### config.mk
export PLATFORM = sky130hd
export DESIGN_NAME = array_double_ended_queue
export DESIGN_NICKNAME = d
export VERILOG_FILES = /design/src/rtl/adq_pkg.sv /design/src/rtl/adq_ctrl.sv /design/src/rtl/adq_dpath.sv /design/src/rtl/array_double_ended_queue.sv
export SDC_FILE = /design/constraint.sdc
export NUM_CORES = 1
export LEC_CHECK = 0
export BUFFER_PORTS_ARGS = -buffer_cell sky130_fd_sc_hd__buf_2
export CAP_MARGIN = 0
export CORE_MARGIN = 3
export CORE_UTILIZATION = 40
export DETAILED_ROUTE_END_ITERATION = 7
export GPL_TIMING_DRIVEN = 1
export PLACE_DENSITY_LB_ADDON = 0.15
export SYNTH_ARGS = -nofsm -noshare
export SYNTH_HDL_FRONTEND = slang
export SYNTH_SLANG_ARGS = --single-unit
### constraint.sdc
create_clock -name clk -period 5.2 [get_ports clk]
set_input_delay 0.26 -clock clk [delete_from_list [all_inputs] [get_ports clk]]
set_output_delay 0.26 -clock clk [all_outputs]
set_load 0.02 [all_outputs]
### src/rtl/adq_pkg.sv
// Shared constants, codes and command types for the array deque.
package adq_pkg;

	localparam int DEPTH   = 16;
	localparam int AW      = $clog2(DEPTH);
	localparam int IW      = AW + 1;
	localparam int DATA_W  = 32;
	localparam int CAP_W   = 5;
	localparam int ACT_W   = 2;
	localparam int ST_W    = 2;
	localparam int TDATA_W = 40;

	localparam logic [ACT_W-1:0] ACT_PUSH_REAR  = 2'd0;
	localparam logic [ACT_W-1:0] ACT_PUSH_FRONT = 2'd1;
	localparam logic [ACT_W-1:0] ACT_POP_FRONT  = 2'd2;
	localparam logic [ACT_W-1:0] ACT_POP_REAR   = 2'd3;

	localparam logic [ST_W-1:0] ST_DONE   = 2'd0;
	localparam logic [ST_W-1:0] ST_NOROOM = 2'd1;
	localparam logic [ST_W-1:0] ST_EMPTY  = 2'd2;

	typedef struct packed {
		logic accept;
		logic exec;
		logic load_out;
	} adq_cmd_t;

endpackage

### src/rtl/adq_ctrl.sv
// Controller state machine: sequences accept, execute and result load.
module adq_ctrl (
	input  logic              clk,
	input  logic              arst_n,
	input  logic              s_tvalid,
	output logic              s_tready,
	output logic              m_tvalid,
	input  logic              m_tready,
	output adq_pkg::adq_cmd_t cmd
);
	import adq_pkg::*;

	localparam logic [1:0] S_IDLE = 2'd0;
	localparam logic [1:0] S_EXEC = 2'd1;
	localparam logic [1:0] S_RESP = 2'd2;

	logic [1:0] state_q;
	logic       out_valid_q;
	logic       out_free;

	assign s_tready     = (state_q == S_IDLE);
	assign m_tvalid     = out_valid_q;
	assign out_free     = !out_valid_q || m_tready;
	assign cmd.accept   = (state_q == S_IDLE) && s_tvalid;
	assign cmd.exec     = (state_q == S_EXEC);
	assign cmd.load_out = (state_q == S_RESP) && out_free;

	always_ff @(posedge clk or negedge arst_n) begin
		if (!arst_n) begin
			state_q <= S_IDLE;
		end else begin
			case (state_q)
				S_IDLE: begin
					if (s_tvalid) state_q <= S_EXEC;
				end
				S_EXEC: begin
					state_q <= S_RESP;
				end
				S_RESP: begin
					if (out_free) state_q <= S_IDLE;
				end
				default: begin
					state_q <= S_IDLE;
				end
			endcase
		end
	end

	// The output register holds a finished result while the next request is taken.
	always_ff @(posedge clk or negedge arst_n) begin
		if (!arst_n) begin
			out_valid_q <= 1'b0;
		end else if (cmd.load_out) begin
			out_valid_q <= 1'b1;
		end else if (m_tready) begin
			out_valid_q <= 1'b0;
		end
	end

endmodule

### src/rtl/adq_dpath.sv
// Datapath: indices, capacity register, slot memory and result registers.
module adq_dpath (
	input  logic                         clk,
	input  logic                         arst_n,
	input  adq_pkg::adq_cmd_t            cmd,
	input  logic                         cfg_write,
	input  logic [adq_pkg::CAP_W-1:0]    cfg_data,
	input  logic [adq_pkg::TDATA_W-1:0]  s_tdata,
	output logic [adq_pkg::TDATA_W-1:0]  m_tdata
);
	import adq_pkg::*;

	logic [DATA_W-1:0]        slots [DEPTH];
	logic [CAP_W-1:0]         cap_q;
	logic signed [IW-1:0]     front_q;
	logic signed [IW-1:0]     rear_q;
	logic [ACT_W-1:0]         act_q;
	logic [DATA_W-1:0]        val_q;
	logic [ST_W-1:0]          st_q;
	logic [DATA_W-1:0]        rd_q;
	logic [ST_W-1:0]          st_out_q;
	logic [DATA_W-1:0]        pop_out_q;

	logic signed [IW-1:0]     last_s;
	logic                     empty;
	logic                     rear_full;
	logic [ST_W-1:0]          st_n;
	logic signed [IW-1:0]     addr_s;
	logic                     wr_en;
	logic                     is_pop;

	// The effective capacity is clamped to one slot at least and the array size at most.
	always_comb begin
		if (cap_q == '0) begin
			last_s = '0;
		end else if (int'(cap_q) > DEPTH) begin
			last_s = IW'(DEPTH - 1);
		end else begin
			last_s = IW'(int'(cap_q) - 1);
		end
	end

	assign empty     = (front_q >= rear_q);
	assign rear_full = (rear_q >= last_s);
	assign is_pop    = (act_q == ACT_POP_FRONT) || (act_q == ACT_POP_REAR);

	always_comb begin
		st_n   = ST_DONE;
		addr_s = rear_q;
		wr_en  = 1'b0;
		case (act_q)
			ACT_PUSH_REAR: begin
				addr_s = rear_q + IW'(1);
				if (rear_full) st_n = ST_NOROOM;
				else wr_en = 1'b1;
			end
			ACT_PUSH_FRONT: begin
				addr_s = front_q;
				if (front_q < 0) st_n = ST_NOROOM;
				else wr_en = 1'b1;
			end
			ACT_POP_FRONT: begin
				addr_s = front_q + IW'(1);
				if (empty) st_n = ST_EMPTY;
			end
			ACT_POP_REAR: begin
				addr_s = rear_q;
				if (empty) st_n = ST_EMPTY;
			end
			default: begin
				st_n = ST_DONE;
			end
		endcase
	end

	always_ff @(posedge clk or negedge arst_n) begin
		if (!arst_n) begin
			cap_q   <= CAP_W'(DEPTH);
			front_q <= '1;
			rear_q  <= '1;
		end else begin
			if (cfg_write) cap_q <= cfg_data;
			if (cmd.exec && st_n == ST_DONE) begin
				case (act_q)
					ACT_PUSH_REAR:  rear_q  <= rear_q + IW'(1);
					ACT_PUSH_FRONT: front_q <= front_q - IW'(1);
					ACT_POP_FRONT:  front_q <= front_q + IW'(1);
					ACT_POP_REAR:   rear_q  <= rear_q - IW'(1);
					default:        rear_q  <= rear_q;
				endcase
			end
		end
	end

	// Every slot touched by a successful operation lies in 0..DEPTH-1.
	always_ff @(posedge clk) begin
		if (cmd.exec && wr_en) slots[addr_s[AW-1:0]] <= val_q;
		if (cmd.exec) rd_q <= slots[addr_s[AW-1:0]];
	end

	always_ff @(posedge clk) begin
		if (cmd.accept) begin
			act_q <= s_tdata[ACT_W-1:0];
			val_q <= s_tdata[ACT_W +: DATA_W];
		end
		if (cmd.exec) st_q <= st_n;
		if (cmd.load_out) begin
			st_out_q <= st_q;
			if (st_q == ST_EMPTY) pop_out_q <= '1;
			else if (is_pop) pop_out_q <= rd_q;
			else pop_out_q <= '0;
		end
	end

	assign m_tdata = {(TDATA_W - ST_W - DATA_W)'(0), pop_out_q, st_out_q};

endmodule

### src/rtl/array_double_ended_queue.sv
// Linear array deque over 16 slots of 32 bits with front and rear indices that start at
// minus one. Each request goes from acceptance to a result in the output register through
// accept, execute with one slot access, and load the result; a new request is taken only
// once the controller is back in idle, and a stalled result holds the controller in its final
// state until the output register frees. capacity resets to 16.
module array_double_ended_queue (
	input  logic                        clk,
	input  logic                        arst_n,
	input  logic                        s_tvalid,
	output logic                        s_tready,
	input  logic [adq_pkg::TDATA_W-1:0] s_tdata,  // action[1:0], push_value[33:2], zero pad
	output logic                        m_tvalid,
	input  logic                        m_tready,
	output logic [adq_pkg::TDATA_W-1:0] m_tdata,  // status[1:0], pop_value[33:2], zero pad
	input  logic                        cfg_valid,
	output logic                        cfg_ready,
	input  logic [adq_pkg::CAP_W-1:0]   cfg_data
);
	import adq_pkg::*;

	adq_cmd_t cmd;

	assign cfg_ready = 1'b1;

	adq_ctrl u_ctrl (
		.clk      (clk),
		.arst_n   (arst_n),
		.s_tvalid (s_tvalid),
		.s_tready (s_tready),
		.m_tvalid (m_tvalid),
		.m_tready (m_tready),
		.cmd      (cmd)
	);

	adq_dpath u_dpath (
		.clk       (clk),
		.arst_n    (arst_n),
		.cmd       (cmd),
		.cfg_write (cfg_valid && cfg_ready),
		.cfg_data  (cfg_data),
		.s_tdata   (s_tdata),
		.m_tdata   (m_tdata)
	);

endmodule

---- Yosys cells after proc, flatten, opt, wreduce, memory -nomap -nowiden ----
Memory sizes are Yosys's and may differ from the RTL's. A register that Yosys moved wholly into a read port is not among the register bits.
Cells that the tools add are included.
word-level totals
  memories kept ........................... 1
  output and inout port bits .............. 43
  memory bits (writable) .................. 512
  bits in registers ....................... 88
  logic and storage cells ................. 66
  input port bits ......................... 50
memories
  name           depth  bits a word  read ports  clocked after Yosys merged registers in  write ports  RTL line         text
  u_dpath.slots  16     32           1           1                                        1            adq_dpath.sv:13  logic [DATA_W-1:0] slots [DEPTH];
cells by class
  magnitude comparators ................... 4
  equality and inequality tests ........... 8
  muxes and demuxes ....................... 20
  reductions and logical operators ........ 18
  add/sub/neg operators ................... 5
operator list
  cell                   count
  $mux W32               1
  $pmux W5 S2            2
  $pmux W4 S4            1
  $pmux W2 S3            2
  $add A5 B2 Y5 const B  2
  $ge A5 B5 Y1           2
  $mux W5                2
  $sub A5 B2 Y5 const B  2
  $eq A2 B2 Y1 const B   4
  $mux W1                8
  $logic_not A2 Y1       3
  $mux W2                3
  $reduce_and A2 Y1      3
  $reduce_bool A2 Y1     3
  $gt A5 B5 Y1 const B   1
  $logic_not A5 Y1       1
  $lt A5 B1 Y1 const B   1
  $sub A5 B1 Y5 const B  1
  $eq A2 B1 Y1 const B   2
  $logic_and A1 B1 Y1    4
  $logic_or A1 B1 Y1     2
  $ne A2 B1 Y1 const B   1
  $ne A2 B2 Y1 const B   1
  $pmux W1 S2            1
  2 further kinds        2

---- Logic depth before layout (Yosys ltp) ----
Gate-level depths: netlist of run 1.
  word-level depth ........................ 9
  gate-level depth with buffers ........... 13
  gate-level depth less buffers ........... 13

---- By module ----
A second synthesis of run 1 with hierarchy kept.
second synthesis, totals
  cell total of the unflattened synthesis .. 1830
  area total of the unflattened synthesis .. 27092.2 µm²
by module, submodules not included
  module                    sequential area each (µm²)  times used  cells an instance  area an instance (µm²)
  adq_dpath                 18826.8                     1           1816               26948.3
  adq_ctrl                  75.1                        1           12                 132.6
  array_double_ended_queue  0.0                         1           2                  11.3

---- Worst setup path before layout of run 1 ----
Ideal clock, no wire load.
  path kind ............................... register to register
  start point ............................. register u_dpath.rear_q[0]
  end point ............................... memory u_dpath.slots[10][0] (enable)
  cell stages (with the launch flop) ...... 13
  path buffers ............................ 4
  setup slack ............................. -103 ps
  clock period less this slack ............ 5303 ps
  setup time .............................. 461 ps
  required time ........................... 4739 ps
  arrival time ............................ 4842 ps
  cell sequence ........................... dfstp_2 -> buf_2 -> buf_4 -> clkbuf_1 -> inv_1 -> ha_1 -> nand2b_1 -> a31oi_1 -> nor2b_1 -> o21ai_0 -> a21oi_1 -> clkbuf_1 -> nor3_1
on the way
  cells in the longest elaborated chain, start to end .. 6
  elaborated cells between the ends (all ways) .. 8
  those cells by class .................... 1 x add/sub; 1 x order compare; 5 x mux; 1 x reduce/logical
RTL lines
  element                        RTL line         text
  start: declaration             adq_dpath.sv:16  logic signed [IW-1:0] rear_q;
  start signal: assignment       adq_dpath.sv:85  ACT_PUSH_REAR: rear_q <= rear_q + IW'(1);
  start signal: assignment       adq_dpath.sv:88  ACT_POP_REAR: rear_q <= rear_q - IW'(1);
  start signal: assignment       adq_dpath.sv:89  default: rear_q <= rear_q;
  $ge A5 B5 Y1                   adq_dpath.sv:44  assign rear_full = (rear_q >= last_s);
  $mux W1                        adq_dpath.sv:54  if (rear_full) st_n = ST_NOROOM;
  $pmux W1 S2                    adq_dpath.sv:51  case (act_q)
  $logic_and A1 B1 Y1            adq_dpath.sv:97  if (cmd.exec && wr_en) slots[addr_s[AW-1:0]] <= val_q;
  $mux W1                        adq_dpath.sv:97
  $mux W1 (implied by the code)  adq_dpath.sv:97
  end: declaration               adq_dpath.sv:13
Parallel ways exist; a longest one is shown, timed or not.

---- Worst setup path in the final report of run 1 ----
  start point ............................. register u_dpath.act_q[0]
  end point ............................... register u_dpath.rd_q[13], read port of u_dpath.slots, data pin
on the way
  cells in the longest elaborated chain, start to end .. 2
  elaborated cells between the ends (all ways) .. 5
  those cells by class .................... 3 x eq/ne; 1 x mux; 1 x reduce/logical
RTL lines
  element                                     RTL line          text
  start: declaration                          adq_dpath.sv:17   logic [ACT_W-1:0] act_q;
  start signal: assignment                    adq_dpath.sv:103  act_q <= s_tdata[ACT_W-1:0];
  $eq A2 B2 Y1, or another cell as far along  adq_dpath.sv:51
  $pmux W4 S4 (*)                             adq_dpath.sv:51
  end: declaration                            adq_dpath.sv:20   logic [DATA_W-1:0] rd_q;
Every way passes the cells marked *; elsewhere a longest branch is shown, timed or not.
A chain may end at the register's enable or synchronous reset.

==> impl_metrics.py, run 1 <==
metrics = {
    "sta": {
        "timing.final.crit_share_pct": 73.83,
        "slew_violations": 0,
        "slew-limit-headroom_pct": 22.94,
        "finalHoldViolations": 0,
        "fin_crit_ps": 3839,
        "max_clock_freq_ghz": 0.2605,
        "tightest_slew_ps": 1156,
        "setup_viol": 0,
        "skew_ps": 26.89,
        "grt_setup_unrepaired": "false",
    },
    "finish": {
        "diodes": 0,
        "final_cell_mix": "614 x edfxtp_1, 272 x nand2_1, 140 x nor2_1",
        "final_common_cell": "edfxtp_1",
        "fillers": 5914,
        "fin_area_um2": 31680,
        "utilization_pct": 46.84,
        "syn_to_final_growth_pct": 15.42,
        "drive_above_1_share_pct": 12.83,
        "nNetsFinal": 2246,
    },
    "synth": {
        "synth.area.top_cells": "edfxtp_1 67%, mux2i_1 4.8%, a2111oi_0 4.1%",
        "ys_types": 49,
        "yosys_warnings": 0,
        "yosys.area.top_type": "edfxtp_1",
        "async_reset_ff_share_pct": 2.848,
        "syn_avg_cell_area_um2": 13.23,
        "ys.flop_type": "edfxtp_1",
        "synth_top_area_share_pct": 67.17,
        "syn_inst": 2075,
        "synthesis.area_um2": 27450,
        "ys_seq_area_share_pct": 68.86,
        "synth_edf_count": 614,
        "ys_ff_latch": 632,
    },
    "clock_tree": {
        "cts_tree": "yes",
        "cts.sinks": 632,
        "htree_levels": 3,
        "holdBufCountCts": 50,
        "clkSlewWorstSetupHoldPaths_ps": 60,
        "clkLatencyLatePin_ps": 610,
        "cts_root_buffer": "clkbuf_16",
        "cts_made_buffers": 71,
        "post-cts-setup-buffers": 0,
        "cts.path.max_buffers": 3,
        "ctsResizeCount": 0,
    },
    "routing": {
        "remaining_drc_errors": 0,
        "dr.pass1.iters": 6,
        "final_antenna_net_count": 0,
        "post_drt_via_cell_ratio": 5.680,
        "routedWlPerCell_um": 23.95,
        "dr_total_vias": 17620,
        "drt-initial-drc-count": 1303,
        "totalWireLength_um": 74280,
    },
    "floorplan": {
        "die_x_um": 268.0,
        "rows": 95,
        "core_um2": 67630,
        "die-area_um2": 71810,
        "ios": 93,
        "die-height_um": 268.0,
        "initial_core_util_pct": 40.59,
    },
    "hold_path": {
        "hp-class": "in -> async",
    },
    "placement": {
        "place_area_um2": 28880,
        "hpwl_um": 38820,
        "portBuffers": 79,
        "gp_congestion": 0.7488,
    },
    "power_and_ir_drop": {
        "ir_worst_vdd_v": 0.0004613,
        "power_density_nw_per_um2": 528.3,
        "p_leak_nw": 11.33,
    },
    "critical_path": {
        "worst_setup_path_end_kind": "flip-flop",
        "required_ps": 5650,
        "path_max_fanout": 74,
        "arrival_ps": 4290,
        "cp-start-kind": "flip-flop",
        "path_class": "reg -> reg",
    },
    "grt": {
        "grt_pass1_vias": 17492,
        "grt_max_degree": 129,
        "overflow": 0,
        "grt_use_total_pct": 20.85,
        "grt_pass1_wl_um": 111800,
        "antenna_found_initial": 1,
    },
    "status": {
        "status": "completed",
    },
    "run": {
        "max_cap_violations": 0,
    },
}
stage by stage:
step                setup slack [ps]  cells  setup TNS (ps)  hold WS, ps  total power [mW]
floorplan                     -103.2   2080          -37320       -35.59             9.972
global placement                1345   2926               0        205.4             11.79
detailed placement              1328   2926               0        225.5             11.86
CTS                             1331   3102               0        115.8             16.92
global route                    1078   3102               0        150.8             17.61
finish                          1361   3102               0        126.2             16.74
final cells by class:
class	count	area, um2	area share [%]
Sequential cell	632	18910	59.67
Multi-Input combinational cell	1268	7933	25.04
Clock buffer	97	2006	6.330
Timing Repair Buffer	188	1389	4.384
Tap cell	873	1092	3.448
Clock inverter	29	301.5	0.9517
Inverter	15	56.30	0.1777
per-layer routing:
metal / wire length, um / track usage, % / share of wire (%)
met1: 33090 / 28.04 / 45
met2: 36180 / 35.31 / 49
met3: 3473 / 3.086 / 4.7
met4: 1542 / 6.102 / 2.1
met5: 0 / 0 / 0
cells by family after synthesis:
| logic type | Yosys count | share of synthesized area, % |
|---|---|---|
| other cells | 2 | 0.02736 |
| compound gates | 452 | 11.71 |
| flops | 632 | 68.86 |
| mux | 138 | 5.055 |
| fa+ha+maj | 21 | 0.9481 |
| simple gates | 637 | 10.09 |
| buf+inv | 180 | 2.894 |
| xor+xnor | 13 | 0.4148 |
report_power, final:
group	switching [mW]	total (mW)	leakage, nW	internal (mW)
Combinational	3.51	5.20	4.44	1.69
Sequential	0.316	6.54	5.76	6.23
Clock	2.00	5.00	1.13	3.00
sequential cells by signal, summed over array words and instances (netlist names), 2 cells and up:
name,count
u_dpath.slots,512
u_dpath.pop_out_q,32
u_dpath.rd_q,32
u_dpath.val_q,32
u_dpath.cap_q,5
u_dpath.front_q,5
u_dpath.rear_q,5
u_ctrl.state_q,2
u_dpath.act_q,2
u_dpath.st_out_q,2
u_dpath.st_q,2
worst max-delay path, stage by stage (launching register included):
cell	delay [ps]
edfxtp_1	420
inv_1	140
ha_4	590
buf_4	710
buf_4	600
nor3_1	120
a2111oi_0	700
o21bai_1	200
nand4_1	130
cells in the mapped netlist, types with 20 or more instances:
library cell  instances
mux2i_1             133
a21o_1               34
edfxtp_1            614
buf_2                68
ha_1                 20
clkbuf_1             84
o21bai_1            128
nand4_1              34
nor3_1              147
nand2_1             272
a21oi_1             131
a2111oi_0           128
nor2_1              141
path summary, 6_finish.rpt:
path / start / end / slack [ps] / cells after the start
setup / recovery: u_dpath.act_q[0] / u_dpath.rd_q[13] / 1360 / 8
hold / removal: arst_n / u_ctrl.state_q[1] / 130 / 2
setup reg to reg: u_dpath.act_q[0] / u_dpath.rd_q[13] / 1360 / 8
hold reg to reg: u_dpath.st_q[1] / u_dpath.st_out_q[1] / 450 / 0
min in group clk: s_tdata[12] / u_dpath.val_q[10] / 360 / 2
max in group asynchronous: arst_n / u_dpath.cap_q[4] / 4750 / 2
(Power assumes the default switching activity.)
==> inputs of run 2 (changes only) <==
Settings changed: ABC_AREA from default to 1.
Clock period 5.2 ns to 3.15 ns, I/O delays scaled along.
==> run 2 against run 1 <==
  * Wire length down 4.7%
  * Clock skew up 1.3 ps
  * Maximum frequency is 23% higher
  * Count of clock-buffer cells in the layout down 13
  * Sequential share of layout area down 1.2 points
  * Design area is 2.1% higher
==> impl_metrics.py, run 2 <==
metrics = {
    "synth": {
        "syn_inst": 2520,
        "yosys.area.top_type": "edfxtp_1",
        "syn_avg_cell_area_um2": 10.56,
        "synthAdderAreaFrac_pct": 0.9403,
        "synth_top_area_share_pct": 69.28,
        "synthMuxAreaShare_pct": 0,
        "yosys.area_share.simple_pct": 22.68,
        "ys_ff_latch": 632,
        "ys_seq_area_share_pct": 71.03,
        "ys.flop_type": "edfxtp_1",
        "yosys_warnings": 0,
        "synth_xor_area_share_pct": 0.2962,
        "synthTopCellsByCount": "1459 x nand2_1, 614 x edfxtp_1, 98 x inv_1",
        "synth_compound_area_share_pct": 1.171,
        "synthesis.area_um2": 26610,
        "async_reset_ff_share_pct": 2.848,
        "synth_edf_count": 614,
        "synth.area.top_cells": "edfxtp_1 69%, nand2_1 21%, buf_2 1.4%",
        "synth_top_family_by_area": "simple AND/OR/NAND/NOR gates",
        "ys_types": 32,
        "synth_most_common_cell": "nand2_1",
    },
    "grt": {
        "grt_pass1_wl_um": 103000,
        "overflow": 0,
        "grt_max_degree": 69,
        "grt_pass1_vias": 16870,
        "antenna_found_initial": 4,
        "grt_use_total_pct": 19.32,
    },
    "finish": {
        "final_cell_mix": "1456 x nand2_1, 614 x edfxtp_1, 95 x inv_1",
        "fin_cells": 3635,
        "syn_to_final_growth_pct": 21.52,
        "drive_above_1_share_pct": 12.77,
        "fillers": 5841,
        "utilization_pct": 49.63,
        "largest_reg_flops": 512,
        "fin_area_um2": 32340,
        "diodes": 0,
        "final_common_cell": "nand2_1",
        "nNetsFinal": 2796,
    },
    "critical_path": {
        "reg2reg_depth": 19,
        "r2r-end": "u_dpath.slots[15][31]",
        "slowest_stage": "dfrtp_1",
        "required_ps": 3460,
        "path_class": "reg -> reg",
        "cp_cell_sequence": "inv_2, ha_4, nand2_4, nor2_1, inv_1, a21oi_1, ha_1, nand2_1, nor2_1, nand2_1, nand3_1, nand2_1, nand4_1, nand2_2, nand2_2, buf_12, nor2_4, buf_12, buf_16",
        "path_max_fanout": 7,
        "worst-path-buf-inv": 5,
        "slowest_delay_ps": 390,
        "timing.rr.start": "u_dpath.cap_q[0]",
        "cp-start-kind": "flip-flop",
        "worst_setup_path_end_kind": "flip-flop",
        "crit_top_cell": "nand2_1",
        "arrival_ps": 3420,
        "rrSetupSlack_ps": 40,
        "cp_top_family": "simple AND/OR/NAND/NOR gates",
    },
    "placement": {
        "place_area_um2": 28790,
        "dp.cells": 3424,
        "hpwl_um": 40990,
        "gp_congestion": 0.8858,
        "portBuffers": 79,
    },
    "sta": {
        "fin_crit_ps": 3110,
        "finalSetupTns_ps": 0,
        "max_clock_freq_ghz": 0.3216,
        "fin_hold_ws_ps": 33.78,
        "tightest_slew_ps": 1102,
        "setup_viol": 0,
        "slew_violations": 0,
        "grt_setup_unrepaired": "true",
        "timing.final.crit_share_pct": 98.73,
        "finalHoldViolations": 0,
        "skew_ps": 28.14,
        "slew-limit-headroom_pct": 26.32,
    },
    "floorplan": {
        "die_x_um": 263.9,
        "core_um2": 65160,
        "rows": 93,
        "ios": 93,
        "initial_core_util_pct": 40.84,
        "die-height_um": 263.9,
        "die-area_um2": 69660,
    },
    "clock_tree": {
        "cts_made_buffers": 70,
        "clkSlewWorstSetupHoldPaths_ps": 60,
        "cts.path.max_buffers": 3,
        "cts.sinks": 632,
        "clkLatencyLatePin_ps": 620,
        "cts_tree": "yes",
        "cts_root_buffer": "clkbuf_16",
        "htree_levels": 3,
    },
    "routing": {
        "totalWireLength_um": 70810,
        "drt-initial-drc-count": 1494,
        "remaining_drc_errors": 0,
        "dr_total_vias": 17747,
        "final_antenna_net_count": 0,
        "post_drt_via_cell_ratio": 4.882,
        "dr.pass1.iters": 5,
        "routedWlPerCell_um": 19.48,
    },
    "power_and_ir_drop": {
        "p_leak_nw": 13.39,
        "power_density_nw_per_um2": 829.1,
        "ir_worst_vdd_v": 0.0003563,
    },
    "status": {
        "status": "completed",
    },
    "run": {
        "max_cap_violations": 0,
    },
    "hold_path": {
        "hp-class": "in -> async",
    },
}
## run 2: cell count changes after synthesis, sizes merged, moves of 125 or more
cell | previous run | this run
a21oi | 131 | 6
mux2i | 133 | 0
nand2 | 272 | 1461
a2111oi | 128 | 0
nor3 | 147 | 0
o21bai | 128 | 0
## run 2: logic make-up (layout without fill, tap and decap cells)
logic type               count (synthesis)  count (layout)
AND/OR/NAND/NOR                       1569            1569
flip-flops                             632             632
buffers and inverters                  229             484
AO/OA/AOI/OAI                           59              59
adder cells (fa/ha/maj)                 20              20
XOR/XNOR                                 9               9
other                                    2               7
## run 2: final cells by class
| type | instances | area (um2) | share of cell area (%) |
|---|---|---|---|
| sequential | 632 | 18900 | 58.45 |
| clock buffer | 84 | 1826 | 5.645 |
| multi-input combinational | 1664 | 6945 | 21.48 |
| clock inverter | 42 | 399.1 | 1.234 |
| tap | 855 | 1070 | 3.308 |
| inverter | 108 | 417.9 | 1.292 |
| timing repair buffer | 250 | 2780 | 8.597 |
## run 2: worst max-delay path by stage
stage | startpoint | end | slack [ps] | cells past startpoint
after floorplan | u_dpath.cap_q[0] | u_dpath.slots[10][0] | -490 | 16
after global placement | u_dpath.cap_q[0] | u_dpath.slots[11][11] | -70 | 17
after detailed placement | u_dpath.cap_q[0] | u_dpath.slots[10][19] | -90 | 17
after CTS | u_dpath.cap_q[0] | u_dpath.slots[15][27] | 20 | 18
after global routing | u_dpath.cap_q[0] | u_dpath.slots[13][2] | -110 | 19
final | u_dpath.cap_q[0] | u_dpath.slots[15][31] | 40 | 19
## run 2: timing repair
item,in CTS,in global routing
endpoints found under the hold margin,60,0
hold buffers,52,0
pin swaps,0,9
resized for setup,5,40
setup endpoints to repair,259,524
cloned,0,22
setup buffers,0,12
## run 2: worst reg2reg max path, cell delays in order (launching register included)
cell	delay [ps]
dfrtp_1	390
inv_2	100
ha_4	140
nand2_4	60
nor2_1	100
inv_1	90
a21oi_1	180
ha_1	260
nand2_1	80
nor2_1	50
nand2_1	50
nand3_1	70
nand2_1	60
nand4_1	170
nand2_2	260
nand2_2	110
buf_12	170
nor2_4	110
buf_12	180
buf_16	170
## run 2: metrics by stage
| step | worst slack [ps] | power (mW) |
|---|---|---|
| 2_1_floorplan | -490.4 | 15.73 |
| 3_3_place_gp | -68.15 | 18.84 |
| 3_5_place_dp | -86.15 | 18.89 |
| 4_1_cts | 23.15 | 26.96 |
| 5_1_grt | -111.8 | 28.41 |
| 6_report | 40.08 | 26.81 |
## run 2: where the power goes
group | total (mW) | switching (mW) | internal, mW
clock network | 7.96 | 3.37 | 4.59
registers | 10.7 | 0.515 | 10.2
logic | 8.13 | 5.65 | 2.48
## run 2: metal layers
| metal | part of all wire [%] | wire length [um] | vias to the layer above | global-route usage, % |
|---|---|---|---|---|
| li1 | - | - | 8629 | - |
| met1 | 44 | 31170 | 8502 | 27.27 |
| met2 | 47 | 33590 | 508 | 31.13 |
| met3 | 6.1 | 4350 | 108 | 3.111 |
| met4 | 2.4 | 1701 | 0 | 5.365 |
| met5 | 0 | 0 | - | 0 |
==> inputs of run 3 (changes only) <==
Settings changed: ABC_AREA 1 to default, PLACE_DENSITY_LB_ADDON 0.15 to 0.1.
==> run 3 against run 2 <==
  * The run now ends with negative setup slack left
  * Largest cell class unchanged
  * Largest power group unchanged
  * Via count rose by 3.4%
  * Sequential power barely moved
  * Maximum frequency fell by 1.8%
==> impl_metrics.py, run 3 (synthesis gave the netlist of run 1 again) <==
metrics = {
    "finish": {
        "fin_cells": 3256,
        "final_cell_mix": "614 x edfxtp_1, 271 x nand2_1, 139 x nor2_1",
        "syn_to_final_growth_pct": 25.43,
        "multiInputGateArea_um2": 8164,
        "seq_area_um2": 18910,
        "drive_above_1_share_pct": 19.27,
        "largest_reg_flops": 512,
        "final_common_cell": "edfxtp_1",
        "utilization_pct": 50.91,
        "fillers": 5636,
        "nNetsFinal": 2394,
    },
    "floorplan": {
        "initial_core_util_pct": 40.59,
        "die_x_um": 268.0,
        "die-area_um2": 71810,
        "core_um2": 67630,
        "die-height_um": 268.0,
        "rows": 95,
        "ios": 93,
    },
    "clock_tree": {
        "cts.path.max_buffers": 3,
        "cts_tree": "yes",
        "htree_levels": 3,
        "clkLatencyLatePin_ps": 630,
        "cts.sinks": 632,
        "cts_root_buffer": "clkbuf_16",
        "clkSlewWorstSetupHoldPaths_ps": 60,
        "cts_made_buffers": 72,
    },
    "placement": {
        "gp_congestion": 0.8167,
        "hpwl_um": 45940,
        "dp.cells": 3020,
        "portBuffers": 79,
    },
    "sta": {
        "slew-limit-headroom_pct": 48.86,
        "timing.final.crit_share_pct": 100.6,
        "setup_viol": 39,
        "finalHoldViolations": 0,
        "max_clock_freq_ghz": 0.3157,
        "skew_ps": 31.54,
        "fin_hold_ws_ps": 26.37,
        "fin_ws_ps": -17.42,
        "grt_setup_unrepaired": "true",
        "slew_violations": 0,
        "fin_crit_ps": 3167,
        "tightest_slew_ps": 767.1,
    },
    "power_and_ir_drop": {
        "p_int_mw": 19.39,
        "p_seq_share_pct": 36.6,
        "ir_worst_vdd_v": 0.0005300,
        "pwr-share-comb_pct": 34.7,
        "swShare_pct": 34.67,
        "p_leak_nw": 12.65,
        "total_power_mw": 29.68,
        "clockPowerShare_pct": 28.7,
        "power_density_nw_per_um2": 862.1,
        "switching_power_mw": 10.29,
    },
    "grt": {
        "grt_use_total_pct": 21.36,
        "antenna_found_initial": 2,
        "grt_max_degree": 87,
        "grt_pass1_wl_um": 114300,
        "overflow": 0,
        "grt_pass1_vias": 17762,
    },
    "status": {
        "violations": "negative setup slack",
        "status": "complete, but fails checks",
    },
    "routing": {
        "final_antenna_net_count": 0,
        "dr_total_vias": 18351,
        "post_drt_via_cell_ratio": 5.636,
        "dr.pass1.iters": 5,
        "drt-initial-drc-count": 1653,
        "routedWlPerCell_um": 24.93,
        "totalWireLength_um": 81170,
        "remaining_drc_errors": 0,
    },
    "critical_path": {
        "timing.rr.start": "u_dpath.cap_q[1]",
        "crit_start": "u_dpath.cap_q[1]",
        "worst_setup_path_end_kind": "flip-flop",
        "cp_cell_sequence": "inv_2, ha_4, nand2_2, nor2_2, a21oi_2, or3_4, ha_4, or3b_4, o21ai_4, a21oi_4, buf_12, nor3_4, buf_12, clkbuf_16",
        "path_max_fanout": 10,
        "rrSetupSlack_ps": -20,
        "required_ps": 3470,
        "reg2reg_depth": 14,
        "cp-start-kind": "flip-flop",
        "slowest_delay_ps": 390,
        "arrival_ps": 3480,
        "r2r-end": "u_dpath.slots[1][24]",
        "path_class": "reg -> reg",
        "slowest_stage": "dfrtp_1",
    },
    "run": {
        "max_cap_violations": 0,
    },
    "hold_path": {
        "hp-class": "in -> async",
    },
}
==> run 3: cell type report <==
class / instances / area share (%)
repair buffers: 335 / 11.07
clock inverters: 44 / 1.472
flip-flops and latches: 632 / 54.91
inverters: 15 / 0.1635
clock buffers: 88 / 5.498
well taps: 873 / 3.172
multi-input cells: 1268 / 23.71
diodes: 1 / 0.007268
==> run 3: power groups by stage <==
stage	clock network [mW]	logic (mW)	registers, mW
detailed placement	0	10.1	11.0
CTS	8.68	10.2	10.9
global route	9.00	11.2	11.0
floorplan	0	5.88	10.8
global placement	0	10.1	11.0
finish	8.51	10.3	10.9
==> run 3: repair_timing <==
action	in CTS	in global routing
endpoints found under the hold margin	60	0
setup endpoints to repair	8	521
gates cloned	0	32
buffers inserted	0	21
hold buffers	50	0
gates resized for setup	1	66
pin swaps	1	3
==> run 3: metrics by stage <==
stage	instance area (um2)	TNS (ps)	worst slack [ps]
after floorplan	27780	-128610	-368.4
after global placement	30320	-4.465	-3.197
after detailed placement	30320	-16.44	-16.44
after CTS	33220	0	34.63
after global routing	34430	-40400	-140.9
final	34430	-330.2	-17.42
==> run 3: worst max path at each step <==
stage,end,slack (ps)
final,u_dpath.slots[1][24],-20
after detailed placement,u_dpath.rd_q[31],-20
after global routing,u_dpath.slots[8][5],-140
after CTS,u_dpath.slots[1][30],30
after floorplan,u_dpath.slots[6][0],-370
after global placement,u_dpath.rd_q[31],-3
==> run 3: critical path: cells and delay by family (launching register included) <==
family	cells	cell delay, ps
AO/OA/AOI/OAI	3	310
adder cells (fa/ha/maj)	2	440
buffers and inverters	4	630
flip-flops	1	390
AND/OR/NAND/NOR	5	1080
==> run 3: layer usage <==
metal	vias up	GRT usage (%)	routed length [um]
met1	9293	29.99	36450
met3	97	3.067	3876
met2	534	35.21	39250
li1	8425	-	-
met4	2	5.380	1583
met5	-	0	13
